**config.mk**
```make
export PLATFORM = sky130hd
export DESIGN_NAME = atdd_cfg
export DESIGN_NICKNAME = d
export VERILOG_FILES = /design/src/rtl/atdd_pkg.sv /design/src/rtl/atdd_cfg.sv
export SDC_FILE = /design/constraint.sdc
export NUM_CORES = 1
export LEC_CHECK = 0
export ABC_AREA = 1
export BUFFER_PORTS_ARGS = -buffer_cell sky130_fd_sc_hd__buf_2
export CAP_MARGIN = 30
export CORE_ASPECT_RATIO = 1.4
export CORE_UTILIZATION = 30
export DETAILED_ROUTE_END_ITERATION = 10
export PLACE_DENSITY = 0.66
export SLEW_MARGIN = 20
export SYNTH_ARGS = -nofsm -noshare
export SYNTH_HDL_FRONTEND = slang
export SYNTH_SLANG_ARGS = --single-unit
```
**constraint.sdc**
```tcl
create_clock -name clk -period 0.9 [get_ports clk]
set_input_delay 0.045 -clock clk [delete_from_list [all_inputs] [get_ports clk]]
set_output_delay 0.045 -clock clk [all_outputs]
set_load 0.01 [all_outputs]
```
**src/rtl/atdd_pkg.sv**
```systemverilog
`timescale 1ns / 1ps
`default_nettype none
package atdd_pkg;
  localparam int MaxVertices = 32;
  localparam logic [1:0] ModeInsert = 2'd0;
  localparam logic [1:0] ModeRemove = 2'd1;
  localparam logic [1:0] ModeSearch = 2'd2;
  localparam logic [1:0] ModeUnused = 2'd3;
  localparam logic [2:0] StOk = 3'd0;
  localparam logic [2:0] StBadSrc = 3'd1;
  localparam logic [2:0] StBadDst = 3'd2;
  localparam logic [2:0] StMissing = 3'd3;
  localparam logic [2:0] StFull = 3'd4;
  localparam logic [1:0] RegVertexCount = 2'd0;
  localparam logic [1:0] RegMaxDegree = 2'd1;
  localparam logic [1:0] RegWeighted = 2'd2;
endpackage
`default_nettype wire

```
**src/rtl/atdd_cfg.sv**
```systemverilog
`timescale 1ns / 1ps
`default_nettype none
module atdd_cfg (
  input  wire logic        clk,
  input  wire logic        rst,
  input  wire logic        psel,
  input  wire logic        penable,
  input  wire logic        pwrite,
  input  wire logic [3:0]  paddr,
  input  wire logic [31:0] pwdata,
  output logic [31:0]      prdata,
  output logic [5:0]       vertex_count,
  output logic [5:0]       max_degree,
  output logic             weighted
);
  import atdd_pkg::*;
  logic [1:0] idx;
  assign idx = paddr[3:2];
  always_ff @(posedge clk) begin
    if (rst) begin
      vertex_count <= 6'd32;
      max_degree <= 6'd32;
      weighted <= 1'b0;
    end else if (psel && penable && pwrite && paddr[1:0] == 2'd0) begin
      case (idx)
        RegVertexCount: vertex_count <= pwdata[5:0];
        RegMaxDegree: max_degree <= pwdata[5:0];
        RegWeighted: weighted <= pwdata[0];
        default: ;
      endcase
    end
  end
  always_comb begin
    prdata = '0;
    if (paddr[1:0] == 2'd0) begin
      case (idx)
        RegVertexCount: prdata = {26'd0, vertex_count};
        RegMaxDegree: prdata = {26'd0, max_degree};
        RegWeighted: prdata = {31'd0, weighted};
        default: prdata = '0;
      endcase
    end
  end
endmodule
`default_nettype wire

```
==> metrics.md, run 1 <==
| Metric | Value |
|---|---|
| Outcome | `finished with violations` |
| Failing checks | `negative setup slack` |
| Hold WS | `between 80 and 90 ps` |
| Register-to-register setup slack | `between 150 and 200 ps` |
| Core Util, Final | `0.4083` |
| Mean area per synthesized cell | `roughly 6.3 µm²` |
| CP max-delay cell | `dfxtp_2` |
| Critical path launch point type | `flip-flop` |
| Synth Instances | `roughly 160` |
| Detailed Route Iter0 Violations | `13` |
| WS Path Type | `flip-flop to primary output` |
| Share of layout cells above drive strength 1 | `0.3800` |
| Total negative slack | `-258.1 ps` |
| Cell variety after synth | `15` |
| Ys async rst share | `0` |
| Minimum clock period | `just under 1000 ps` |
| Clock Sinks | `13` |
| Fill cells | `roughly 360` |
| Setup slack after layout | `-61.78 ps` |
| Syn-to-layout area delta | `28.82%` |
| Sw Ratio | `0.2734` |
| # DRC | `0` |
| Cell Area, Synth | `about 990 µm²` |
| Synth top area cells | `dfxtp_1, buf_4, nand2_1` |
| Total power | `roughly 1300 µW` |
| Area leader, netlist | `dfxtp_1` |
| Critical-path cell list | `nand2_2 -> nand3_2 -> nand2_1 -> inv_1 -> buf_2` |
| Die height | `roughly 70 µm` |
| Psw | `roughly 370 µW` |
| Largest net degree at the start of global routing | `19` |
| RSZ-0062 raised after global routing | `true` |
| Clock Latency Late Sink | `240 ps` |
| Worst clock skew | `0 ps` |
| Core area | `between 3000 and 4000 µm²` |
| Drt total wl | `2063 µm` |
| CTS tree | `yes` |
| Flop pwr share | `0.437` |
| TritonCTS Buffers | `3` |
| Die width | `slightly above 50 µm` |
| Pwr dens | `1048 nW/µm²` |
| Die area | `between 3000 and 4000 µm²` |
| CTS Hold Bufs | `0` |
| Drt via density | `around 4` |
| Count leader, synth | `nand2_1` |
| DP Area | `1136 µm²` |
| CTS HTree Levels | `1` |
| Vias in the first global route | `between 800 and 900` |
| WHS Path Cells | `3` |
| Dpl hpwl | `1544 µm` |
| Comb power frac | `0.176` |
| Area share of the largest cell type after synthesis | `0.2630` |
| Initial Util | `0.3169` |
| R2R depth | `5` |
| Drt pass-1 iters | `4` |
| WP data required | `approximately 850 ps` |
| Root buffer cell | `clkbuf_8` |
| I/O pin cnt | `between 80 and 90` |
| Syn. warnings | `0` |
| GRT Residual Overflow | `0` |
| Post-Layout Inst Area | `around 1300 µm²` |
| Buffers on Ports | `33` |
| Commonest cells in the netlist | `nand2_1, inv_1, buf_4` |
| Flops & latches, synth | `13` |
| Max_cap viols | `0` |
| Routed Antenna Nets | `0` |
| Gr usage total | `0.1295` |
| Setup violators final | `6` |
| EDFF count, synth | `0` |
| N_diodes | `0` |
| Core Rows | `24` |
| LEAKAGE | `0.0007147 µW` |
| Via Count | `between 900 and 1000` |
| Arrival @ worst endpoint | `just over 900 ps` |
| HP Class | `input port to flip-flop` |
| # nets final | `roughly 240` |
| Post-synth top flop | `dfxtp_1` |
| DR WL/cell | `8.632 µm` |
| GP Congestion | `0.7233` |
| Sequential area share after synthesis | `0.2630` |
| CTS Buffer Depth | `2` |
| Clock network fraction of total power | `0.387` |
| Initial antenna violation count | `0` |
| Critical path capture point type | `primary output` |
| First-pass GRT wire length | `between 3000 and 4000 µm` |
| CP Max Fanout | `3` |
| Peak supply drop | `0.6083 mV` |
| P_int | `970.4 µW` |
| Clock transition at path regs | `around 60 ps` |
| Fmax | `around 1.0 GHz` |
| Hold Vio Cnt, Final | `0` |
| Final worst path period share | `1.069` |
| Crit-path max cell delay | `between 300 and 400 ps` |
| Max-slew violations | `0` |
-- worst paths after layout --
check                          startpoint                           end
max            max_degree[0]$_SDFFE_PP0P_                     prdata[0]
min reg2reg  vertex_count[5]$_SDFFE_PP1P_  vertex_count[5]$_SDFFE_PP1P_
min                             pwdata[5]  vertex_count[5]$_SDFFE_PP1P_
max reg2reg    max_degree[4]$_SDFFE_PP0P_    max_degree[4]$_SDFFE_PP0P_
-- registers in the layout (all words and copies together), names as in the netlist --
signal	count
max_degree	6
vertex_count	6
weighted	1
-- power by group through the flow --
stage	registers, µW	clock network, µW	logic (µW)
final	583	517	235
after global routing	583	563	265
after CTS	583	536	228
after detailed placement	596	0	225
after global placement	595	0	224
after floorplan	598	0	227
-- critical path: cells and delay by family (launching register included) --
family,cells,cell delay [ps]
buffers and inverters,2,150
DFF,1,340
and+or+nand+nor,3,180
-- stage by stage --
stage	setup slack (ps)	instances
2_1_floorplan	156.9	182
3_5_place_dp	-33.62	228
4_1_cts	-79.07	236
6_report	-61.78	239
5_1_grt	-118.7	239
3_3_place_gp	-33.78	228
-- kinds of logic after synthesis --
kind of cell,Yosys count,share of synthesized area
simple gates,74,0.3565
flops,13,0.2630
other cells,1,0.003789
buf+inv,64,0.3515
compound gates,5,0.02528
-- cell type report --
type                            count  area, µm²  area share
Sequential cell                    13      276.5      0.2169
Timing Repair Buffer               45      280.3      0.2198
Inverter                           33      123.9     0.09715
Clock buffer                        4      45.04     0.03533
Tap cell                           39      48.80     0.03827
Multi-Input combinational cell    105      500.5      0.3925
-- routing by layer --
metal / vias up / wire, µm / global-route usage
met5: - / 0 / 0
met3: 4 / 163 / 0.02614
met4: 0 / 31 / 0.05556
met1: 393 / 856 / 0.1448
li1: 506 / - / -
met2: 50 / 1011 / 0.2296
-- cells in the final DEF (no fill, tap or decap) --
cell,instances
buf_2,33
a21oi_2,4
dfxtp_2,13
nand3_1,3
conb_1,26
clkbuf_8,3
nor2_1,12
a21oi_1,1
clkbuf_1,1
buf_4,10
nand2_2,2
nand4_1,13
buf_12,2
inv_2,2
inv_1,31
nor2_2,1
nand2_1,37
nor2_4,3
nand3_2,3
-- timing repair --
item	4_1_cts	5_1_grt
buffers inserted	4	3
setup endpoints to repair	6	6
endpoints found under the hold margin	0	0
pin swaps	3	4
resized for setup	11	9
Note: power is estimated with default switching activity, not from simulation.
==> inputs of run 2 (changes only) <==
Settings changed: CORE_UTILIZATION 30 to 38, PLACE_DENSITY 0.66 to 0.8.
==> run 2 against run 1 <==
The flow still finishes with violations (negative setup slack). Setup slack lost 53 ps. Critical endpoint is now prdata[2]. Wire length grew 6.0%. Clock skew is the same. Non-clock buffer count grew 2. Register-to-register slack lost 100 ps. Critical path type unchanged. Power shrank 11%.
==> metrics.md, run 2 (synthesized netlist as in run 1, its figures left out) <==
| Metric | Value |
|---|---|
| P_int | `831.0 µW (-14%)` |
| DR WL/cell | `9.263 µm (+7.3%)` |
| M3 GR Usage | `0.03468 (+0.008538)` |
| Largest net degree at the start of global routing | `19 (unchanged)` |
| Critical path capture point type | `primary output` |
| CTS HTree Levels | `1 (unchanged)` |
| Critical-path cell list | `nand2_2 -> a21oi_2 -> buf_2` |
| Die area | `2815 µm² (-20%)` |
| Die height | `62.39 µm (-11%)` |
| Psw | `360.5 µW (-1.3%)` |
| Flop pwr share | `0.489 (+0.052)` |
| Die width | `45.13 µm (-11%)` |
| CTS Buffer Depth | `2 (unchanged)` |
| Share of layout cells above drive strength 1 | `0.4158 (+0.03584)` |
| Setup violators final | `7 (+1)` |
| R2R depth | `6 (+1)` |
| Core Rows | `21 (-13%)` |
| Root buffer cell | `clkbuf_4` |
| Crit-path max cell delay | `350 ps (about the same)` |
| Setup slack after layout | `-114.5 ps (-52.72 ps)` |
| Max_cap viols | `0 (unchanged)` |
| Final worst path period share | `1.127 (+0.05857)` |
| RSZ-0062 raised after global routing | `true` |
| Drt total wl | `2186 µm (+6.0%)` |
| Arrival @ worst endpoint | `970 ps (+50 ps)` |
| Clock network fraction of total power | `0.310 (-0.077)` |
| HP Class | `input port to flip-flop` |
| Peak supply drop | `0.5698 mV (-6.3%)` |
| Critical path launch point type | `flip-flop` |
| CP Max Fanout | `3 (unchanged)` |
| Core area | `2417 µm² (-23%)` |
| N_diodes | `0 (unchanged)` |
| Hold WS | `57.41 ps (-25.06 ps)` |
| Pre-CTS WS | `-40.14 ps (-6.519 ps)` |
| CTS tree | `yes` |
| GRT Residual Overflow | `0 (unchanged)` |
| Clock transition at path regs | `80 ps (+20 ps)` |
| Detailed Route Iter0 Violations | `17 (+4)` |
| Minimum clock period | `1014 ps (+52.72 ps)` |
| Comb power frac | `0.201 (+0.025)` |
| TritonCTS Buffers | `3 (unchanged)` |
| Drt via density | `4.191 (+5.1%)` |
| WHS Path Cells | `3 (unchanged)` |
| Grt met2 use | `0.2754 (+0.04573)` |
| Leading registers by flop count | `max_degree: 6 flops, vertex_count: 6 flops, weighted: 1 flops` |
| First-pass GRT wire length | `3436 µm (-2.7%)` |
| CP max-delay cell | `dfxtp_2` |
| WP data required | `850 ps (about the same)` |
| Drt pass-1 iters | `4 (unchanged)` |
| Syn-to-layout area delta | `37.67%` |
| Core Util, Final | `0.5637 (+0.1554)` |
| Outcome | `finished with violations` |
| # DRC | `0 (unchanged)` |
| I/O pin cnt | `86 (unchanged)` |
| Clock Latency Late Sink | `270 ps (+30 ps)` |
| Gr usage total | `0.1602 (+0.03079)` |
| LEAKAGE | `0.0007393 µW (+3.4%)` |
| Sw Ratio | `0.3025 (+0.02911)` |
| Via Count | `989 (+3.8%)` |
| GP Congestion | `0.7728 (+6.8%)` |
| Highest-count cells in the layout ignoring fill and taps | `nand2_1, inv_1, conb_1, buf_2, buf_6` |
| WS Path Type | `flip-flop to primary output` |
| Total power | `1192 µW (-11%)` |
| Failing checks | `negative setup slack` |
| CTS Hold Bufs | `0 (unchanged)` |
| Max-slew violations | `0 (unchanged)` |
| Fmax | `0.9857 GHz (-5.2%)` |
| Initial Util | `0.4094 (+0.09251)` |
| GR Util met1 | `0.1860 (+0.04129)` |
| Fill cells | `273 (-25%)` |
| Dpl hpwl | `1453 µm (-5.9%)` |
| Pwr dens | `874.5 nW/µm² (-17%)` |
| Total negative slack | `-594.7 ps (-336.6 ps)` |
| Clock Sinks | `13 (unchanged)` |
| Hold Vio Cnt, Final | `0 (unchanged)` |
| Routed Antenna Nets | `0 (unchanged)` |
| Worst clock skew | `0 ps (unchanged)` |
| # nets final | `244 (+0.83%)` |
| Most used routing layer | `met2` |
| Buffers on Ports | `33 (unchanged)` |
| Vias in the first global route | `839 (-1.9%)` |
| Initial antenna violation count | `0 (unchanged)` |
run 2: cell types whose count changed in the layout (fill, tap and decap cells not counted), sizes merged:
cell  delta
buf      +2
run 2: area by class of cell:
| class | count | area (µm²) | share of cell area |
|---|---|---|---|
| Multi-Input combinational cell | 105 | 515.5 | 0.3783 |
| Tap cell | 34 | 42.54 | 0.03122 |
| Clock buffer | 4 | 26.28 | 0.01928 |
| Timing Repair Buffer | 47 | 377.9 | 0.2773 |
| Sequential cell | 13 | 276.5 | 0.2029 |
| Inverter | 33 | 123.9 | 0.09091 |
run 2: routing by layer:
| layer | share of wire | routed length (µm) | vias to the layer above |
|---|---|---|---|
| met3 | 0.080 | 175 | 4 |
| met2 | 0.52 | 1138 | 56 |
| met1 | 0.39 | 847 | 416 |
| met5 | 0 | 0 | - |
| li1 | - | - | 513 |
| met4 | 0.011 | 25 | 0 |
run 2: through the flow:
| step | cells | instance area, µm² |
|---|---|---|
| finish | 236 | 1363 |
| global route | 236 | 1363 |
| CTS | 233 | 1256 |
| detailed placement | 221 | 1115 |
| global placement | 221 | 1115 |
| floorplan | 182 | 1084 |
run 2: path summary, 6_finish.rpt:
kind	to	from	slack, ps
worst max-delay path	prdata[2]	max_degree[2]$_SDFFE_PP0P_	-110
worst min-delay path	vertex_count[5]$_SDFFE_PP1P_	pwdata[5]	60
worst max register to register	vertex_count[4]$_SDFFE_PP0P_	vertex_count[4]$_SDFFE_PP0P_	80
worst min register to register	vertex_count[2]$_SDFFE_PP0P_	vertex_count[2]$_SDFFE_PP0P_	520
run 2: repair_timing:
item	4_1_cts	5_1_grt
pin swaps	3	6
setup buffers	8	3
endpoints found under the setup margin	6	14
resized for setup	20	22
run 2: critical path, delay by kind of cell (launching register included):
| kind | cells | cell delay (ps) |
|---|---|---|
| AOI/OAI and AO/OA | 1 | 140 |
| buffers and inverters | 1 | 140 |
| DFF | 1 | 350 |
| and+or+nand+nor | 1 | 60 |
run 2: power groups by stage:
stage                     Clock [µW]  Sequential [µW]  Combinational, µW
after floorplan                    0              598                227
after global placement             0              595                217
after detailed placement           0              596                219
after CTS                        376              582                227
after global routing             409              583                265
final                            369              583                240
==> inputs of run 3 (changes only) <==
Settings changed: PLACE_DENSITY 0.8 to unset, PLACE_DENSITY_LB_ADDON set to 0.05, RECOVER_POWER set to 100.
==> run 3 against run 2 <==
The flow still finishes with violations (negative setup slack). Highest routed layer unchanged. Wire length is 8.1% lower. First-iteration DRC count is 76% lower. Via count is 1.9% lower. Largest cell class unchanged. Critical path depth is 2 higher. Global-route usage is 0.31 points lower. Clock power is 2% lower. Clock skew stayed put. Sequential share of layout area is 0.059 points higher. Sequential power hardly changed.
==> metrics.md, run 3 (synthesized netlist as in run 1, its figures left out) <==
| Metric | Value |
|---|---|
| Root buffer cell | `clkbuf_4` |
| Core Util, Final | `0.5569 (-0.006729)` |
| Setup violators final | `7 (unchanged)` |
| Commonest non-fill, non-tap cell in the layout | `nand2_1` |
| Clock Latency Late Sink | `270 ps (about the same)` |
| Clock Sinks | `13 (unchanged)` |
| Hold Startpoint | `pwdata[5]` |
| Comb power frac | `0.197 (-0.004)` |
| Psw | `347.9 µW (-3.5%)` |
| P_int | `828.9 µW (-0.25%)` |
| Via Count | `970 (-1.9%)` |
| WS Path Type | `flip-flop to primary output` |
| Max_cap viols | `0 (unchanged)` |
| Register area | `274.0 µm² (-0.90%)` |
| CP bufs+invs | `2 (+1)` |
| Largest delay contributor family on the critical path | `flip-flops` |
| Vias in the first global route | `850 (+1.3%)` |
| RSZ-0062 raised after global routing | `true` |
| TritonCTS Buffers | `3 (unchanged)` |
| Levels on crit path | `5 (+2)` |
| I/O pin cnt | `86 (unchanged)` |
| CTS tree | `yes` |
| Drt via density | `4.076 (-2.7%)` |
| Die area | `2815 µm² (unchanged)` |
| Drt total wl | `2008 µm (-8.1%)` |
| Sw Ratio | `0.2956 (-0.006941)` |
| Register-to-register setup slack | `70 ps (about the same)` |
| Outcome | `finished with violations` |
| Detailed Route Iter0 Violations | `4 (-13)` |
| # DRC | `0 (unchanged)` |
| HP Class | `input port to flip-flop` |
| LEAKAGE | `0.0007307 µW (-1.2%)` |
| GRT Residual Overflow | `0 (unchanged)` |
| CP max-delay cell | `dfxtp_2` |
| Failing checks | `negative setup slack` |
| Peak supply drop | `0.6351 mV (+11%)` |
| Largest net degree at the start of global routing | `14 (-5)` |
| # nets final | `246 (+0.82%)` |
| N_diodes | `0 (unchanged)` |
| Hold Vio Cnt, Final | `0 (unchanged)` |
| WP data required | `850 ps (about the same)` |
| Buffers on Ports | `33 (unchanged)` |
| Clock transition at path regs | `80 ps (about the same)` |
| Critical path capture point type | `primary output` |
| Dpl hpwl | `1569 µm (+8.0%)` |
| Minimum clock period | `1008 ps (-6.803 ps)` |
| Setup slack after layout | `-107.7 ps (+6.803 ps)` |
| Critical path launch point type | `flip-flop` |
| Core area | `2417 µm² (unchanged)` |
| Hold Path End | `vertex_count[5]$_SDFFE_PP1P_` |
| Initial Util | `0.4094 (unchanged)` |
| Flop pwr share | `0.495 (+0.006)` |
| Fmax | `0.9924 GHz (+0.68%)` |
| First-pass GRT wire length | `3318 µm (-3.4%)` |
| Fill cells | `284 (+4.0%)` |
| CTS Hold Bufs | `0 (unchanged)` |
| Initial antenna violation count | `0 (unchanged)` |
| Routed Antenna Nets | `0 (unchanged)` |
| Crit-path max cell delay | `350 ps (about the same)` |
| Die width | `45.13 µm (unchanged)` |
| Multi-input logic area | `498.0 µm² (-3.4%)` |
| FF-to-FF Start | `max_degree[3]$_SDFFE_PP0P_` |
| RR Endpoint | `max_degree[3]$_SDFFE_PP0P_` |
| CTS Buffer Depth | `2 (unchanged)` |
| Pwr dens | `874.1 nW/µm² (about the same)` |
| CP Max Fanout | `2 (-1)` |
| CTS HTree Levels | `1 (unchanged)` |
| R2R depth | `6 (unchanged)` |
| Leading registers by flop count | `max_degree: 6 flops, vertex_count: 6 flops, weighted: 1 flops` |
| Core Rows | `21 (unchanged)` |
| Highest-count cells in the layout ignoring fill and taps | `nand2_1, inv_1, conb_1, buf_2, buf_6` |
| Drt pass-1 iters | `4 (unchanged)` |
| WHS Path Cells | `3 (unchanged)` |
| Share of layout cells above drive strength 1 | `0.3725 (-0.04329)` |
| Max-slew violations | `0 (unchanged)` |
| GP Congestion | `0.7570 (-2.0%)` |
| Worst clock skew | `0 ps (unchanged)` |
| Critical-path cell list | `nand2_2 -> nand3_2 -> nand2_1 -> inv_1 -> buf_2` |
| Syn-to-layout area delta | `36.03%` |
| Final worst path period share | `1.120 (-0.007559)` |
| Gr usage total | `0.1571 (-0.003131)` |
| DR WL/cell | `8.437 µm (-8.9%)` |
| Die height | `62.39 µm (unchanged)` |
| Arrival @ worst endpoint | `960 ps (about the same)` |
| Clock network fraction of total power | `0.308 (-0.002)` |
| Total power | `1177 µW (-1.2%)` |
[run 3: timing repair]
| item | CTS | global route |
|---|---|---|
| pin swaps | 3 | 4 |
| buffers inserted | 7 | 4 |
| endpoints found under the setup margin | 6 | 13 |
| resized for setup | 22 | 15 |
[run 3: worst register-to-register path, stage by stage, from the launching register on]
cell and delay, ps:
dfxtp_2 330, buf_4 130, buf_6 110, inv_1 40
nand2_1 40, inv_1 50, nor2_1 30
[run 3: worst max path at each step]
stage,from,to,slack [ps]
2_1_floorplan,psel,weighted$_SDFFE_PP0P_,160
3_3_place_gp,paddr[3],max_degree[5]$_SDFFE_PP1P_,-40
3_5_place_dp,paddr[2],max_degree[2]$_SDFFE_PP0P_,-50
4_1_cts,max_degree[4]$_SDFFE_PP0P_,prdata[4],-100
5_1_grt,max_degree[5]$_SDFFE_PP1P_,prdata[5],-170
6_report,max_degree[0]$_SDFFE_PP0P_,prdata[0],-110
[run 3: power by group through the flow]
stage	Combinational, µW	Clock [µW]	Sequential [µW]
6_report	232	363	582
3_3_place_gp	216	0	596
5_1_grt	261	414	583
3_5_place_dp	217	0	596
4_1_cts	226	373	582
2_1_floorplan	227	0	598
[run 3: cell type report]
| class | count | share of cell area |
|---|---|---|
| multi-input combinational | 105 | 0.3699 |
| timing repair buffer | 49 | 0.2835 |
| sequential | 13 | 0.2035 |
| inverter | 33 | 0.09201 |
| tap | 34 | 0.03160 |
| clock buffer | 4 | 0.01952 |
[run 3: stage by stage]
step	cell area (µm²)	setup slack (ps)	instances	TNS, ps	hold slack [ps]
floorplan	1084	156.9	182	0	216.3
global placement	1117	-42.49	223	-233.0	338.6
detailed placement	1117	-49.28	223	-265.9	340.3
CTS	1262	-100.1	234	-578.0	53.87
global route	1346	-173.6	238	-1187	37.23
finish	1346	-107.7	238	-684.5	56.51
[run 3: per-layer routing]
metal | part of all wire | routed length [µm] | track usage
met4 | 0.0085 | 17 | 0.07955
met1 | 0.41 | 815 | 0.1835
met2 | 0.52 | 1043 | 0.2572
met3 | 0.065 | 131 | 0.03468
met5 | 0 | 0 | 0
